`src/sv/actr_pkg.sv`:
```
// shared types, constants and round functions for the aes-128 counter-mode block
// no dependencies
package actr_pkg;

  localparam int ACTR_ROUNDS = 10;

  // register map of the configuration port
  typedef enum logic [7:0] {
    REG_KEY_LOW  = 8'd0,
    REG_KEY_HIGH = 8'd1,
    REG_IV_LOW   = 8'd2,
    REG_IV_HIGH  = 8'd3
  } actr_reg_t;

  localparam logic [7:0] ACTR_RCON0 = 8'h01;
  localparam logic [7:0] ACTR_POLY  = 8'h1B;
  localparam logic [4:0] ACTR_FULL_BLOCK = 5'd16;

  // item handed from front to back
  typedef struct packed {
    logic [127:0] ctr;
    logic [127:0] data;
    logic [15:0]  mask;
    logic [4:0]   nbytes;
  } actr_item_t;

  // finished result beat
  typedef struct packed {
    logic [63:0] high;
    logic [63:0] low;
    logic [4:0]  nbytes;
  } actr_res_t;

  localparam logic [7:0] ACTR_SBOX [256] = '{
    8'h63,8'h7c,8'h77,8'h7b,8'hf2,8'h6b,8'h6f,8'hc5,8'h30,8'h01,8'h67,8'h2b,8'hfe,8'hd7,8'hab,8'h76,
    8'hca,8'h82,8'hc9,8'h7d,8'hfa,8'h59,8'h47,8'hf0,8'had,8'hd4,8'ha2,8'haf,8'h9c,8'ha4,8'h72,8'hc0,
    8'hb7,8'hfd,8'h93,8'h26,8'h36,8'h3f,8'hf7,8'hcc,8'h34,8'ha5,8'he5,8'hf1,8'h71,8'hd8,8'h31,8'h15,
    8'h04,8'hc7,8'h23,8'hc3,8'h18,8'h96,8'h05,8'h9a,8'h07,8'h12,8'h80,8'he2,8'heb,8'h27,8'hb2,8'h75,
    8'h09,8'h83,8'h2c,8'h1a,8'h1b,8'h6e,8'h5a,8'ha0,8'h52,8'h3b,8'hd6,8'hb3,8'h29,8'he3,8'h2f,8'h84,
    8'h53,8'hd1,8'h00,8'hed,8'h20,8'hfc,8'hb1,8'h5b,8'h6a,8'hcb,8'hbe,8'h39,8'h4a,8'h4c,8'h58,8'hcf,
    8'hd0,8'hef,8'haa,8'hfb,8'h43,8'h4d,8'h33,8'h85,8'h45,8'hf9,8'h02,8'h7f,8'h50,8'h3c,8'h9f,8'ha8,
    8'h51,8'ha3,8'h40,8'h8f,8'h92,8'h9d,8'h38,8'hf5,8'hbc,8'hb6,8'hda,8'h21,8'h10,8'hff,8'hf3,8'hd2,
    8'hcd,8'h0c,8'h13,8'hec,8'h5f,8'h97,8'h44,8'h17,8'hc4,8'ha7,8'h7e,8'h3d,8'h64,8'h5d,8'h19,8'h73,
    8'h60,8'h81,8'h4f,8'hdc,8'h22,8'h2a,8'h90,8'h88,8'h46,8'hee,8'hb8,8'h14,8'hde,8'h5e,8'h0b,8'hdb,
    8'he0,8'h32,8'h3a,8'h0a,8'h49,8'h06,8'h24,8'h5c,8'hc2,8'hd3,8'hac,8'h62,8'h91,8'h95,8'he4,8'h79,
    8'he7,8'hc8,8'h37,8'h6d,8'h8d,8'hd5,8'h4e,8'ha9,8'h6c,8'h56,8'hf4,8'hea,8'h65,8'h7a,8'hae,8'h08,
    8'hba,8'h78,8'h25,8'h2e,8'h1c,8'ha6,8'hb4,8'hc6,8'he8,8'hdd,8'h74,8'h1f,8'h4b,8'hbd,8'h8b,8'h8a,
    8'h70,8'h3e,8'hb5,8'h66,8'h48,8'h03,8'hf6,8'h0e,8'h61,8'h35,8'h57,8'hb9,8'h86,8'hc1,8'h1d,8'h9e,
    8'he1,8'hf8,8'h98,8'h11,8'h69,8'hd9,8'h8e,8'h94,8'h9b,8'h1e,8'h87,8'he9,8'hce,8'h55,8'h28,8'hdf,
    8'h8c,8'ha1,8'h89,8'h0d,8'hbf,8'he6,8'h42,8'h68,8'h41,8'h99,8'h2d,8'h0f,8'hb0,8'h54,8'hbb,8'h16
  };

  function automatic logic [7:0] actr_xtime(input logic [7:0] b);
    actr_xtime = {b[6:0], 1'b0} ^ (b[7] ? ACTR_POLY : 8'h00);
  endfunction

  // sub bytes and shift rows; byte i of the state sits in bits 8i+7:8i
  function automatic logic [127:0] actr_sub_shift(input logic [127:0] s);
    logic [127:0] o;
    o = '0;
    for (int c = 0; c < 4; c++) begin
      for (int r = 0; r < 4; r++) begin
        o[8*(4*c+r) +: 8] = ACTR_SBOX[s[8*(4*((c+r)%4)+r) +: 8]];
      end
    end
    actr_sub_shift = o;
  endfunction

  function automatic logic [127:0] actr_mix(input logic [127:0] s);
    logic [127:0] o;
    logic [7:0] a0, a1, a2, a3, all;
    o = '0;
    for (int c = 0; c < 4; c++) begin
      a0  = s[32*c +: 8];
      a1  = s[32*c+8 +: 8];
      a2  = s[32*c+16 +: 8];
      a3  = s[32*c+24 +: 8];
      all = a0 ^ a1 ^ a2 ^ a3;
      o[32*c +: 8]    = a0 ^ all ^ actr_xtime(a0 ^ a1);
      o[32*c+8 +: 8]  = a1 ^ all ^ actr_xtime(a1 ^ a2);
      o[32*c+16 +: 8] = a2 ^ all ^ actr_xtime(a2 ^ a3);
      o[32*c+24 +: 8] = a3 ^ all ^ actr_xtime(a3 ^ a0);
    end
    actr_mix = o;
  endfunction

  // next round key from the previous one
  function automatic logic [127:0] actr_key_next(input logic [127:0] k,
                                                 input logic [7:0] rcon);
    logic [31:0] t;
    logic [127:0] o;
    t = {ACTR_SBOX[k[103:96]], ACTR_SBOX[k[127:120]],
         ACTR_SBOX[k[119:112]], ACTR_SBOX[k[111:104]] ^ rcon};
    o[31:0]   = k[31:0] ^ t;
    o[63:32]  = k[63:32] ^ o[31:0];
    o[95:64]  = k[95:64] ^ o[63:32];
    o[127:96] = k[127:96] ^ o[95:64];
    actr_key_next = o;
  endfunction

endpackage

```
`src/sv/actr_front.sv`:
```
// front end: accepts a beat, forms the counter, clamps the byte count, builds the mask
// depends on actr_pkg
module actr_front
  import actr_pkg::*;
(
  input  logic        clk,
  input  logic        rst_n,
  input  logic        kready,
  input  logic        in_push,
  output logic        in_full,
  input  logic [63:0] in_block_number,
  input  logic [63:0] in_data_low,
  input  logic [63:0] in_data_high,
  input  logic [4:0]  in_valid_bytes,
  input  logic [63:0] iv_low,
  input  logic [63:0] iv_high,
  input  logic        mid_full,
  output logic        mid_push,
  output actr_item_t  mid_item
);
  logic       v_r, v_nxt, accept;
  actr_item_t item_r, item_nxt;
  logic [4:0] n;

  assign mid_push = v_r && !mid_full;
  assign in_full  = !kready || (v_r && mid_full);
  assign accept   = in_push && !in_full;
  assign mid_item = item_r;

  // classify the incoming beat
  always_comb begin
    n = (in_valid_bytes > ACTR_FULL_BLOCK) ? ACTR_FULL_BLOCK : in_valid_bytes;
    item_nxt.ctr    = {iv_high, iv_low + in_block_number};
    item_nxt.data   = {in_data_high, in_data_low};
    item_nxt.nbytes = n;
    for (int i = 0; i < 16; i++) begin
      item_nxt.mask[i] = (5'(i) < n);
    end
    v_nxt = accept ? 1'b1 : (mid_push ? 1'b0 : v_r);
  end

  always_ff @(posedge clk) begin
    if (!rst_n) begin
      v_r <= 1'b0;
    end else begin
      v_r <= v_nxt;
    end
  end

  always_ff @(posedge clk) begin
    if (accept) begin
      item_r <= item_nxt;
    end
  end
endmodule

```
`config.mk`:
```
export PLATFORM = sky130hd
export DESIGN_NAME = actr_front
export DESIGN_NICKNAME = d
export VERILOG_FILES = /design/src/sv/actr_pkg.sv /design/src/sv/actr_front.sv
export SDC_FILE = /design/constraint.sdc
export NUM_CORES = 1
export LEC_CHECK = 0
export BUFFER_PORTS_ARGS = -buffer_cell sky130_fd_sc_hd__buf_2
export CELL_PAD_IN_SITES_DETAIL_PLACEMENT = 0
export CELL_PAD_IN_SITES_GLOBAL_PLACEMENT = 1
export CORE_AREA = 3 3 237 239
export CTS_BUF_LIST = sky130_fd_sc_hd__clkbuf_8
export DETAILED_ROUTE_END_ITERATION = 8
export DIE_AREA = 0 0 240 242
export GPL_ROUTABILITY_DRIVEN = 0
export PLACE_DENSITY = 0.55
export SETUP_SLACK_MARGIN = 0.15
export SLEW_MARGIN = 10
export SYNTH_ARGS = -nofsm -noshare
export SYNTH_HDL_FRONTEND = slang
export SYNTH_SLANG_ARGS = --single-unit
```
`constraint.sdc`:
```
create_clock -name clk -period 13.1 [get_ports clk]
set_input_delay 2.62 -clock clk [delete_from_list [all_inputs] [get_ports clk]]
set_output_delay 2.62 -clock clk [all_outputs]
set_load 0.02 [all_outputs]
```
# After elaboration in Yosys (flattened, before gate mapping)
# Index checks and enable logic that the tools add are counted.
# word_totals
register_bits,278
latchBits,0
mem_bits_rw,0
romBits,0
in_bits,330
out_inout_bits,279
word_cells,34
memories,0
# op_classes
add_sub_neg,1
n_mul,0
div,0
magnitude_cmp,17
eq_ne,0
shifts,0
mux,3
n_bitwise,0
n_reduce_logical,8
# ops
cell,count
adder 64 bit,1
< comparator 4 x 5 -> 1 bit (first input constant),8
< comparator 3 x 5 -> 1 bit (first input constant),4
< comparator 1 x 5 -> 1 bit (first input constant),2
< comparator 2 x 5 -> 1 bit (first input constant),2
greater-than comparator 5 bit (second input constant),1
2-to-1 mux 5 bit,1
logical AND 1 bit,3
zero test 1 bit,3
2-to-1 mux 1 bit,2
nonzero test 2 bit,1
logical OR 1 bit,1

# Depth between registers and ports, before layout
# Gate-level depths: netlist of the first run.
# depth
ltp_word,5
depth_mapped,11
ltp_nobuf,11

# Worst setup path before layout of the first run
# OpenSTA, ideal clock, no wires.
# synth_timing
path_kind,in2reg
startpoint,input port mid_full
endpoint,"register item_r (netlist bit mid_item[0]), enable pin"
setup_ps,676
arrival_ps,9008
slack_ps,3416
path_stages,2
path_buffers,0
cell_sequence,nand2_1 -> and3_1
# synth_between
elab_chain_cells,4
# synth_lines
item,line,rtl
from (decl),actr_front.sv:17,"input logic mid_full,"
logical AND 1 bit,actr_front.sv:26,assign in_full = !kready || (v_r && mid_full);
logical OR 1 bit,actr_front.sv:26,
zero test 1 bit,actr_front.sv:27,assign accept = in_push && !in_full;
logical AND 1 bit,actr_front.sv:27,
named net accept,actr_front.sv:21,"logic v_r, v_nxt, accept;"
to (signal assigned),actr_front.sv:52,item_r <= item_nxt;
to (decl),actr_front.sv:22,"actr_item_t item_r, item_nxt;"
# The timed path passes the listed nets, and every way through them passes these cells.
# A chain may end at the register's enable or synchronous reset.

# Final worst setup path of the first run
# layout_timing
startpoint,input port mid_full
endpoint,output port in_full
# layout_between
elab_chain_cells,2
# layout_lines
item,line,rtl
logical AND 1 bit,actr_front.sv:26,
logical OR 1 bit,actr_front.sv:26,
to (decl),actr_front.sv:10,"output logic in_full,"
# No other way between the ends.

==> results.py, run 1 <==
metrics = {
    "route": {
        "wl_mm": 48.32,
        "drt_iter0_markers": 459,
        "first_pass_iters": 5,
        "ant_nets": 0,
        "num_vias": 9854,
        "wire_per_inst_microns": 21.43,
        "drcViolationCount": 0,
        "routed_via_density": 4.370,
    },
    "sta": {
        "maxSlewHeadroom": 0.2881,
        "setup_viol": 0,
        "fin_setup_tns_ns": 0,
        "worst_slew_pin_slew_ns": 1.068,
        "slew_violations": 0,
        "max_freq_mhz": 176.4,
        "fin_ws_ns": 7.431,
        "rsz0062_at_grt": "no",
        "hold_violations": 0,
        "period_share": 0.4328,
        "fin_crit_ns": 5.669,
        "skew_ns": 0.02893,
    },
    "global_routing": {
        "grt_pass1_vias": 10180,
        "antenna_found_initial": 18,
        "gr-total-overflow": 0,
        "grt_max_degree": 82,
        "grt_use_total": 0.1578,
        "grt_pass1_wl_mm": 68.32,
    },
    "cells_and_area": {
        "final_cell_count_no_fill": 2255,
        "area_delta_synth_final_pct": 38.45,
        "final_layout_size_suffix_gt1_frac": 0.4497,
        "final_common_cell": "buf_2",
        "fin_nets": 1902,
        "regArea_sq_um": 8308,
        "multiInputGateArea_sq_um": 3820,
        "fill_cells": 5630,
        "final_cell_mix": "buf_2, edfxtp_1, a21oi_1",
        "fin_util": 0.3171,
    },
    "floorplan": {
        "initial_core_util": 0.2291,
        "coreArea_sq_um": 54030,
        "dieArea_sq_um": 58080,
        "die_width_microns": 240,
        "core.rowCount": 85,
        "die_h_microns": 242,
        "io_pins": 609,
    },
    "placement": {
        "dp_cells": 2149,
        "hpwlAfterDp_mm": 39.17,
        "post-place-ws_ns": 7.045,
        "portBuffers": 608,
    },
    "synthesis": {
        "synthArstFlopShare": 0,
        "synth_area_sq_um": 12380,
        "yosys.area.top_type": "edfxtp_1",
        "synth_ff_type": "edfxtp_1",
        "ys_types": 65,
        "ys.warnings.count": 0,
        "ys_seq_elements": 277,
        "yosys.area.top_type_share": 0.6697,
        "yosysSeqAreaShare": 0.6713,
        "synthCells": 883,
        "synthTopCellsByArea": "edfxtp_1, ha_1, a21oi_1",
        "syn_area_per_cell_sq_um": 14.02,
        "synth_edf_count": 276,
        "synth_fp_nets": 1277,
    },
    "clock_network": {
        "cts-root-buf": "clkbuf_8",
        "clk_latency_ns": 0.63,
        "cts_tree": "yes",
        "cts_buffer_depth": 3,
        "cts_hold_buf": 0,
        "post-cts-setup-buffers": 0,
        "cts_buffers": 53,
        "cts.clk_slew.worst_paths_ns": 0.06,
        "cts-resized-gates": 0,
        "cts-htree-levels": 2,
        "clock-sinks": 277,
    },
    "setup_path": {
        "critical_path.max_fanout": 3,
        "ff2ff_setup_slack_ns": 10.40,
        "cp.arrival_ns": 3.05,
        "crit_slowest_cell": "buf_2",
        "slowest_delay_ns": 0.15,
        "crit_path_start_kind": "input port",
        "crit_type": "input port to primary output",
        "crit_path_end_kind": "primary output",
        "path_delay_family": "buffers and inverters",
        "cp.required_ns": 10.48,
        "critical_path_buf_inv_count": 2,
        "worstPathCellList": "buf_2 > nand2_1 > nand2_1 > buf_2",
    },
    "outcome": {
        "status": "completed",
    },
    "power": {
        "powerDensity_nw_per_um2": 132.1,
        "power_leakage_nw": 7.281,
        "ir_drop_uv": 62.35,
    },
    "flow_run": {
        "maxCapViolCount": 0,
    },
    "min_path": {
        "hp-class": "flop to flop",
    },
}
==> cell families after synthesis <==
logic type               count (synthesis)  synth area share
adder cells (fa/ha/maj)                 64           0.06531
AO/OA/AOI/OAI                          239            0.1255
XOR/XNOR                                61           0.04317
buffers and inverters                   59           0.02042
AND/OR/NAND/NOR                        183           0.07431
flip-flops                             277            0.6713
==> registers in the layout (all words and copies together) (netlist names) <==
signal / flops
v_r: 1
mid_item: 276
==> cell type report <==
type | instances | share of cell area
clock buffers | 53 | 0.04257
well taps | 696 | 0.05083
diodes | 9 | 0.001314
multi-input cells | 547 | 0.2229
repair buffers | 611 | 0.1789
flip-flops and latches | 277 | 0.4849
inverters | 18 | 0.003943
clock inverters | 44 | 0.01460
==> report_power, final <==
part / internal (W) / switching (W)
Sequential: 0.00104 / 0.0000122
Combinational: 0.000147 / 0.000257
Clock: 0.000418 / 0.000386
==> metrics by stage <==
step	area, sq um	total power, W	hold WS [ns]
6_report	17130	0.002264	0.5622
3_5_place_dp	16130	0.001480	0.5516
4_1_cts	17110	0.002318	0.5623
5_1_grt	17130	0.002387	0.6251
3_3_place_gp	16130	0.001479	0.5284
2_1_floorplan	12380	0.001323	0.4927
==> Yosys cell counts (5+ instances only) <==
cell,n
a211oi_1,5
a21o_1,40
a21oi_1,83
a31oi_1,11
buf_2,7
clkbuf_1,29
edfxtp_1,276
ha_1,63
inv_1,16
nand2_1,55
nand2b_1,8
nand3_1,7
nand4_1,30
nor2_1,39
nor2b_1,10
nor3_1,10
nor4_1,5
o21ai_0,21
o21ai_1,24
o21bai_1,15
xnor2_1,36
xor2_1,25
==> layer usage <==
metal	wire length [microns]	track usage	vias up
met5	108	0	-
met4	1396	0.05764	18
met3	4475	0.05556	91
met2	23970	0.2770	436
met1	18370	0.1751	4644
li1	-	-	4665
==> worst register-to-register path, delay by kind of cell (launching register included) <==
family | cells | cell delay (ns)
buffers and inverters | 1 | 0.99
and+or+nand+nor | 2 | 0.94
DFF | 1 | 0.33
==> worst paths after layout <==
| check | end | depth (start not counted) | startpoint |
|---|---|---|---|
| worst max-delay path | in_full | 4 | mid_full |
| worst min-delay path | v_r$_SDFFE_PN0P_ | 2 | v_r$_SDFFE_PN0P_ |
| worst max register to register | mid_item[226]$_DFFE_PP_ | 3 | v_r$_SDFFE_PN0P_ |
| worst min register to register | v_r$_SDFFE_PN0P_ | 2 | v_r$_SDFFE_PN0P_ |
Note: power is estimated with default switching activity, not from simulation.
==> run 2, diff against run 1 <==
--- a/config.mk
+++ b/config.mk
@@ -5,15 +5,16 @@
 export SDC_FILE = /design/constraint.sdc
 export NUM_CORES = 1
 export LEC_CHECK = 0
+export ABC_AREA = 1
 export BUFFER_PORTS_ARGS = -buffer_cell sky130_fd_sc_hd__buf_2
 export CELL_PAD_IN_SITES_DETAIL_PLACEMENT = 0
 export CELL_PAD_IN_SITES_GLOBAL_PLACEMENT = 1
-export CORE_AREA = 3 3 237 239
+export CORE_AREA = 3 3 234 236
 export CTS_BUF_LIST = sky130_fd_sc_hd__clkbuf_8
 export DETAILED_ROUTE_END_ITERATION = 8
-export DIE_AREA = 0 0 240 242
+export DIE_AREA = 0 0 237 239
 export GPL_ROUTABILITY_DRIVEN = 0
-export PLACE_DENSITY = 0.55
+export PLACE_DENSITY = 0.67
 export SETUP_SLACK_MARGIN = 0.15
 export SLEW_MARGIN = 10
 export SYNTH_ARGS = -nofsm -noshare
==> constraint.sdc (replaced) <==
create_clock -name clk -period 4.8 [get_ports clk]
set_input_delay 0.96 -clock clk [delete_from_list [all_inputs] [get_ports clk]]
set_output_delay 0.96 -clock clk [all_outputs]
set_load 0.02 [all_outputs]
==> run 2 against run 1 <==
  * Setup slack lost 5.2 ns
  * Design area up 15%
  * Hold slack got worse by 0.061 ns
  * Clock-buffer cell count shrank 1
  * Non-clock buffer count rose by 3
  * Critical endpoint is now mid_item[211]$_DFFE_PP_
  * Die area decreased by 2.5%
  * Register-to-register slack got worse by 7.7 ns
  * Sequential power increased to 2.7 times the previous value
  * Critical path depth increased by 11
  * Global-route usage increased by 6.8 points
  * Largest cell class unchanged
  * Cell count grew 34%
  * Combinational power grew to 3.3 times the previous value
  * Highest routed layer unchanged
==> results.py, run 2 <==
metrics = {
    "setup_path": {
        "crit_path_start_kind": "input port",
        "crit_top_cell": "nand2_1",
        "slowest_delay_ns": 0.47,
        "cp.required_ns": 5.16,
        "crit_path_end_kind": "flop",
        "crit_type": "input port to flop",
        "rr_worst_depth": 4,
        "crit_slowest_cell": "fa_1",
        "worstPathCellList": "buf_2 > ha_1 > fa_1 > nand3_1 > nand3_2 > nand2_1 > nand2_2 > nand2_1 > nand2_1 > nand2_1 > nand2_2 > nand2_1 > nand2_1 > nand2_1 > nand2_1",
        "cp.arrival_ns": 2.88,
        "critical_path.max_fanout": 4,
    },
    "global_routing": {
        "grt_pass1_vias": 13400,
        "grt_pass1_wl_mm": 91.96,
        "antenna_found_initial": 23,
        "grt_max_degree": 98,
        "grt_use_total": 0.2262,
        "gr-total-overflow": 0,
    },
    "sta": {
        "hold_violations": 0,
        "worst_slew_pin_slew_ns": 0.7436,
        "timing.hold.ws_ns": 0.5012,
        "fin_setup_tns_ns": 0,
        "skew_ns": 0.03058,
        "maxSlewHeadroom": 0.5031,
        "slew_violations": 0,
        "max_freq_mhz": 396.6,
        "fin_crit_ns": 2.521,
        "rsz0062_at_grt": "no",
        "period_share": 0.5253,
        "setup_viol": 0,
    },
    "placement": {
        "portBuffers": 608,
        "hpwlAfterDp_mm": 56.39,
    },
    "floorplan": {
        "coreArea_sq_um": 52660,
        "initial_core_util": 0.2762,
        "io_pins": 609,
        "die_width_microns": 237,
        "die_h_microns": 239,
        "core.rowCount": 84,
        "dieArea_sq_um": 56640,
    },
    "cells_and_area": {
        "final_layout_size_suffix_gt1_frac": 0.3307,
        "final_common_cell": "buf_2",
        "final_cell_mix": "buf_2, nand2_1, inv_1",
        "fin_nets": 2678,
        "area_delta_synth_final_pct": 35.31,
        "largest_register_ffs": 276,
    },
    "power": {
        "switching_power_w": 0.002041,
        "finalPower_w": 0.006743,
        "powerDensity_nw_per_um2": 342.6,
        "power_leakage_nw": 10.03,
        "p_clk_frac": 0.377,
        "ir_drop_uv": 160.8,
        "p_int_w": 0.004702,
        "seqPwrFrac": 0.428,
        "p_comb_frac": 0.195,
        "power_switching_share": 0.3027,
    },
    "synthesis": {
        "synth_edf_count": 276,
        "synth_fp_nets": 2013,
        "syn_area_per_cell_sq_um": 8.984,
        "synth_ff_type": "edfxtp_1",
        "yosys.area.top_type": "edfxtp_1",
        "synthArstFlopShare": 0,
        "synth_area_sq_um": 14550,
        "synth.most_common_cell": "nand2_1",
        "synthCells": 1619,
        "synth_common_cells": "nand2_1, inv_1, edfxtp_1, nor2_1, ha_1",
        "ys.warnings.count": 0,
        "ys_types": 29,
        "yosysSeqAreaShare": 0.5712,
        "yosys.area.top_type_share": 0.5698,
        "synthTopCellsByArea": "edfxtp_1, nand2_1, inv_1",
        "ys_seq_elements": 277,
    },
    "route": {
        "num_vias": 13410,
        "first_pass_iters": 5,
        "ant_nets": 0,
        "wire_per_inst_microns": 22.13,
        "drcViolationCount": 0,
        "wl_mm": 66.77,
        "drt_iter0_markers": 904,
        "routed_via_density": 4.444,
    },
    "flow_run": {
        "maxCapViolCount": 0,
    },
    "clock_network": {
        "cts-htree-levels": 2,
        "cts_hold_buf": 0,
        "cts_tree": "yes",
        "post-cts-setup-buffers": 0,
        "cts.clk_slew.worst_paths_ns": 0.07,
        "clock-sinks": 277,
        "cts_buffers": 51,
        "clk_latency_ns": 0.63,
        "cts-resized-gates": 0,
        "cts_buffer_depth": 3,
        "cts-root-buf": "clkbuf_8",
    },
    "min_path": {
        "hold_depth": 1,
        "hp-class": "input port to flop",
    },
    "outcome": {
        "status": "completed",
    },
}
-- run 2: cell count changes after synthesis, sizes merged, moves of 11 or more --
cell	delta
nand2	+578
nor2	+93
nand4	-19
o21bai	-12
a21o	-40
a21oi	-41
o21ai	-42
xnor2	-35
nand3	+52
clkbuf	-28
inv	+315
buf	-11
-- run 2: routing by layer --
metal | wire length (microns) | part of all wire | global-route usage
met5 | 137 | 0.0021 | 0
met4 | 1832 | 0.027 | 0.06377
met3 | 4946 | 0.074 | 0.05353
met2 | 34170 | 0.51 | 0.4136
met1 | 25690 | 0.38 | 0.2635
-- run 2: path summary, 6_finish.rpt --
kind,startpoint,end,slack [ns]
worst max-delay path,in_block_number[0],mid_item[211]$_DFFE_PP_,2.28
worst min-delay path,in_data_low[48],mid_item[69]$_DFFE_PP_,0.50
worst max register to register,v_r$_SDFFE_PN0P_,mid_item[207]$_DFFE_PP_,2.68
worst min register to register,v_r$_SDFFE_PN0P_,v_r$_SDFFE_PN0P_,0.66
-- run 2: worst max-delay path: cells and delay by family --
kind                     cells  cell delay (ns)
buffers and inverters        1             0.12
AND/OR/NAND/NOR             12             1.06
adder cells (fa/ha/maj)      2             0.73
-- run 2: final cells by class --
| class | count | area (sq um) |
|---|---|---|
| Inverter | 334 | 1254 |
| Sequential cell | 277 | 8308 |
| Timing Repair Buffer | 614 | 3126 |
| Tap cell | 688 | 860.8 |
| Fill cell | 5504 | 32970 |
| Antenna cell | 7 | 17.52 |
| Clock inverter | 39 | 387.9 |
| Clock buffer | 52 | 715.7 |
| Multi-Input combinational cell | 1006 | 5012 |
-- run 2: cells by family (layout without fill, tap and decap cells) --
group | count (synthesis) | in the layout | share of synthesized area
simple gates | 857 | 857 | 0.2482
buf+inv | 336 | 1039 | 0.08697
flops | 277 | 277 | 0.5712
fa+ha+maj | 64 | 64 | 0.05557
compound gates | 53 | 53 | 0.01884
xor+xnor | 32 | 32 | 0.01927
other cells | 0 | 7 | 0
-- run 2: power by group through the flow --
stage | Combinational, W | Clock [W] | Sequential (W)
finish | 0.00132 | 0.00254 | 0.00289
global route | 0.00144 | 0.00272 | 0.00289
CTS | 0.00133 | 0.00262 | 0.00289
detailed placement | 0.00132 | 0 | 0.00293
global placement | 0.00132 | 0 | 0.00293
floorplan | 0.000593 | 0 | 0.00309
-- run 2: through the flow --
stage          area, sq um  cells    util  setup slack, ns
4_1_cts              19660   3010  0.3734            2.329
3_3_place_gp         18560   2919  0.3525            1.741
2_1_floorplan        14590   1619       -          -0.7930
5_1_grt              19670   3011  0.3735            2.202
3_5_place_dp         18560   2919  0.3525            1.702
6_report             19680   3017  0.3738            2.279
==> run 3, diff against run 2 <==
==> constraint.sdc (replaced) <==
create_clock -name clk -period 2.04 [get_ports clk]
set_input_delay 0.408 -clock clk [delete_from_list [all_inputs] [get_ports clk]]
set_output_delay 0.408 -clock clk [all_outputs]
set_load 0.02 [all_outputs]
==> run 3 against run 2 <==
  * Cell count grew 11%
  * Hold slack worse by 0.42 ns
  * Sequential power increased by 130%
  * Flip-flop and latch count stayed put
  * Total power grew 130%
  * Register-to-register slack got worse by 2.3 ns
  * Sequential share of layout area fell by 5.4 points
  * Critical path depth decreased by 14
  * Global-route usage rose by 0.82 points
  * Clock-buffer cell count unchanged
  * Critical path type is now flop to primary output
  * Critical endpoint is now mid_item[96]
==> results.py, run 3 (same netlist as run 2, synthesis figures left out) <==
metrics = {
    "global_routing": {
        "grt_pass1_wl_mm": 97.40,
        "antenna_found_initial": 10,
        "grt_pass1_vias": 15070,
        "grt_max_degree": 36,
        "gr-total-overflow": 0,
        "grt_use_total": 0.2344,
    },
    "min_path": {
        "worstHoldEndpoint": "mid_item[76]$_DFFE_PP_",
        "hold_start": "in_data_low[55]",
        "hp-class": "input port to flop",
        "hold_depth": 1,
    },
    "floorplan": {
        "io_pins": 609,
        "dieArea_sq_um": 56640,
        "coreArea_sq_um": 52660,
        "die_width_microns": 237,
        "initial_core_util": 0.2762,
        "core.rowCount": 84,
        "die_h_microns": 239,
    },
    "route": {
        "drt_iter0_markers": 773,
        "num_vias": 14460,
        "wl_met1_mm": 26.78,
        "met3_length_mm": 4.077,
        "ant_nets": 0,
        "drcViolationCount": 0,
        "wl_mm": 68.51,
        "top_layer": "met5",
        "wl_met2_mm": 34.26,
        "first_pass_iters": 5,
        "wire_per_inst_microns": 20.46,
        "routed_via_density": 4.318,
    },
    "setup_path": {
        "critical_path.max_fanout": 1,
        "rr_worst_depth": 5,
        "critical_path_buf_inv_count": 1,
        "crit_path_end_kind": "primary output",
        "cp.required_ns": 1.63,
        "cp.arrival_ns": 1.42,
        "reg2reg_to": "mid_item[20]$_DFFE_PP_",
        "worstPathCellList": "buf_2",
        "slowest_delay_ns": 0.57,
        "crit_path_start_kind": "flop",
        "ff2ff_setup_slack_ns": 0.42,
        "crit_type": "flop to primary output",
        "path_delay_family": "flip-flops",
        "crit_slowest_cell": "edfxtp_1",
        "r2r-start": "v_r$_SDFFE_PN0P_",
    },
    "cells_and_area": {
        "final_cell_mix": "buf_2, nand2_1, inv_1",
        "final_cell_count_no_fill": 3348,
        "final_layout_size_suffix_gt1_frac": 0.3464,
        "area_delta_synth_final_pct": 55.35,
        "fin_nets": 3014,
        "largest_register_ffs": 276,
        "fin_util": 0.4291,
        "final_common_cell": "buf_2",
    },
    "power": {
        "p_clk_frac": 0.324,
        "power_switching_share": 0.3086,
        "ir_drop_uv": 373.2,
        "p_int_w": 0.01083,
        "power_leakage_nw": 11.48,
        "p_comb_frac": 0.242,
        "switching_power_w": 0.004834,
        "finalPower_w": 0.01566,
        "powerDensity_nw_per_um2": 693.3,
        "seqPwrFrac": 0.434,
    },
    "clock_network": {
        "cts-htree-levels": 2,
        "cts_buffers": 50,
        "cts_buffer_depth": 3,
        "cts-root-buf": "clkbuf_8",
        "cts_tree": "yes",
        "clock-sinks": 277,
        "clk_latency_ns": 0.63,
        "post-cts-setup-buffers": 0,
        "cts.clk_slew.worst_paths_ns": 0.06,
    },
    "sta": {
        "setup_viol": 0,
        "slew_violations": 0,
        "skew_ns": 0.04354,
        "fin_crit_ns": 1.828,
        "hold_violations": 0,
        "rsz0062_at_grt": "no",
        "fin_setup_tns_ns": 0,
        "maxSlewHeadroom": 0.7407,
        "max_freq_mhz": 547.0,
        "worst_slew_pin_slew_ns": 0.3889,
        "period_share": 0.8962,
    },
    "outcome": {
        "status": "completed",
    },
    "flow_run": {
        "maxCapViolCount": 0,
    },
    "placement": {
        "portBuffers": 608,
        "dp_cells": 3067,
        "hpwlAfterDp_mm": 56.20,
    },
}
run 3: routing by layer:
layer | GRT usage | up-vias
met5 | 0 | -
met4 | 0.1079 | 6
met3 | 0.04672 | 121
met2 | 0.4148 | 550
met1 | 0.2735 | 6684
li1 | - | 7096
run 3: how the worst max path moves through the flow:
stage / slack (ns) / depth (start not counted) / from / endpoint
global placement: -0.27 / 12 / in_block_number[23] / mid_item[181]$_DFFE_PP_
global route: 0.16 / 1 / mid_item[96]$_DFFE_PP_ / mid_item[96]
CTS: 0.16 / 1 / mid_item[96]$_DFFE_PP_ / mid_item[96]
detailed placement: -0.29 / 15 / in_block_number[0] / mid_item[195]$_DFFE_PP_
floorplan: -3.00 / 3 / mid_full / mid_item[0]$_DFFE_PP_
finish: 0.21 / 1 / mid_item[96]$_DFFE_PP_ / mid_item[96]
run 3: timing repair:
action,4_1_cts,5_1_grt
gates resized for setup,1,0
hold endpoints to repair,189,0
setup endpoints to repair,1,0
hold buffers,189,0
run 3: final cells by class:
class / count / area [sq um]
multi-input cells: 1006 / 5045
flip-flops and latches: 277 / 8308
clock inverters: 33 / 201.4
well taps: 688 / 860.8
fillers: 5162 / 30060
diodes: 7 / 17.52
clock buffers: 52 / 715.7
inverters: 334 / 1254
repair buffers: 951 / 6193
run 3: metrics by stage:
stage | setup slack, ns | instance area, sq um | hold slack, ns
after CTS | 0.1556 | 22580 | 0.003241
after detailed placement | -0.2946 | 19770 | 0.5861
final | 0.2118 | 22600 | 0.07729
after floorplan | -3.001 | 14620 | 0.5056
after global routing | 0.1646 | 22590 | 0.002742
after global placement | -0.2712 | 19770 | 0.5848
run 3: power by group through the flow:
stage | clock network [W] | logic [W] | registers, W
6_report | 0.00508 | 0.00379 | 0.00679
5_1_grt | 0.00552 | 0.00414 | 0.00681
4_1_cts | 0.00524 | 0.00382 | 0.00679
3_5_place_dp | 0 | 0.00347 | 0.00690
3_3_place_gp | 0 | 0.00346 | 0.00690
2_1_floorplan | 0 | 0.00140 | 0.00727
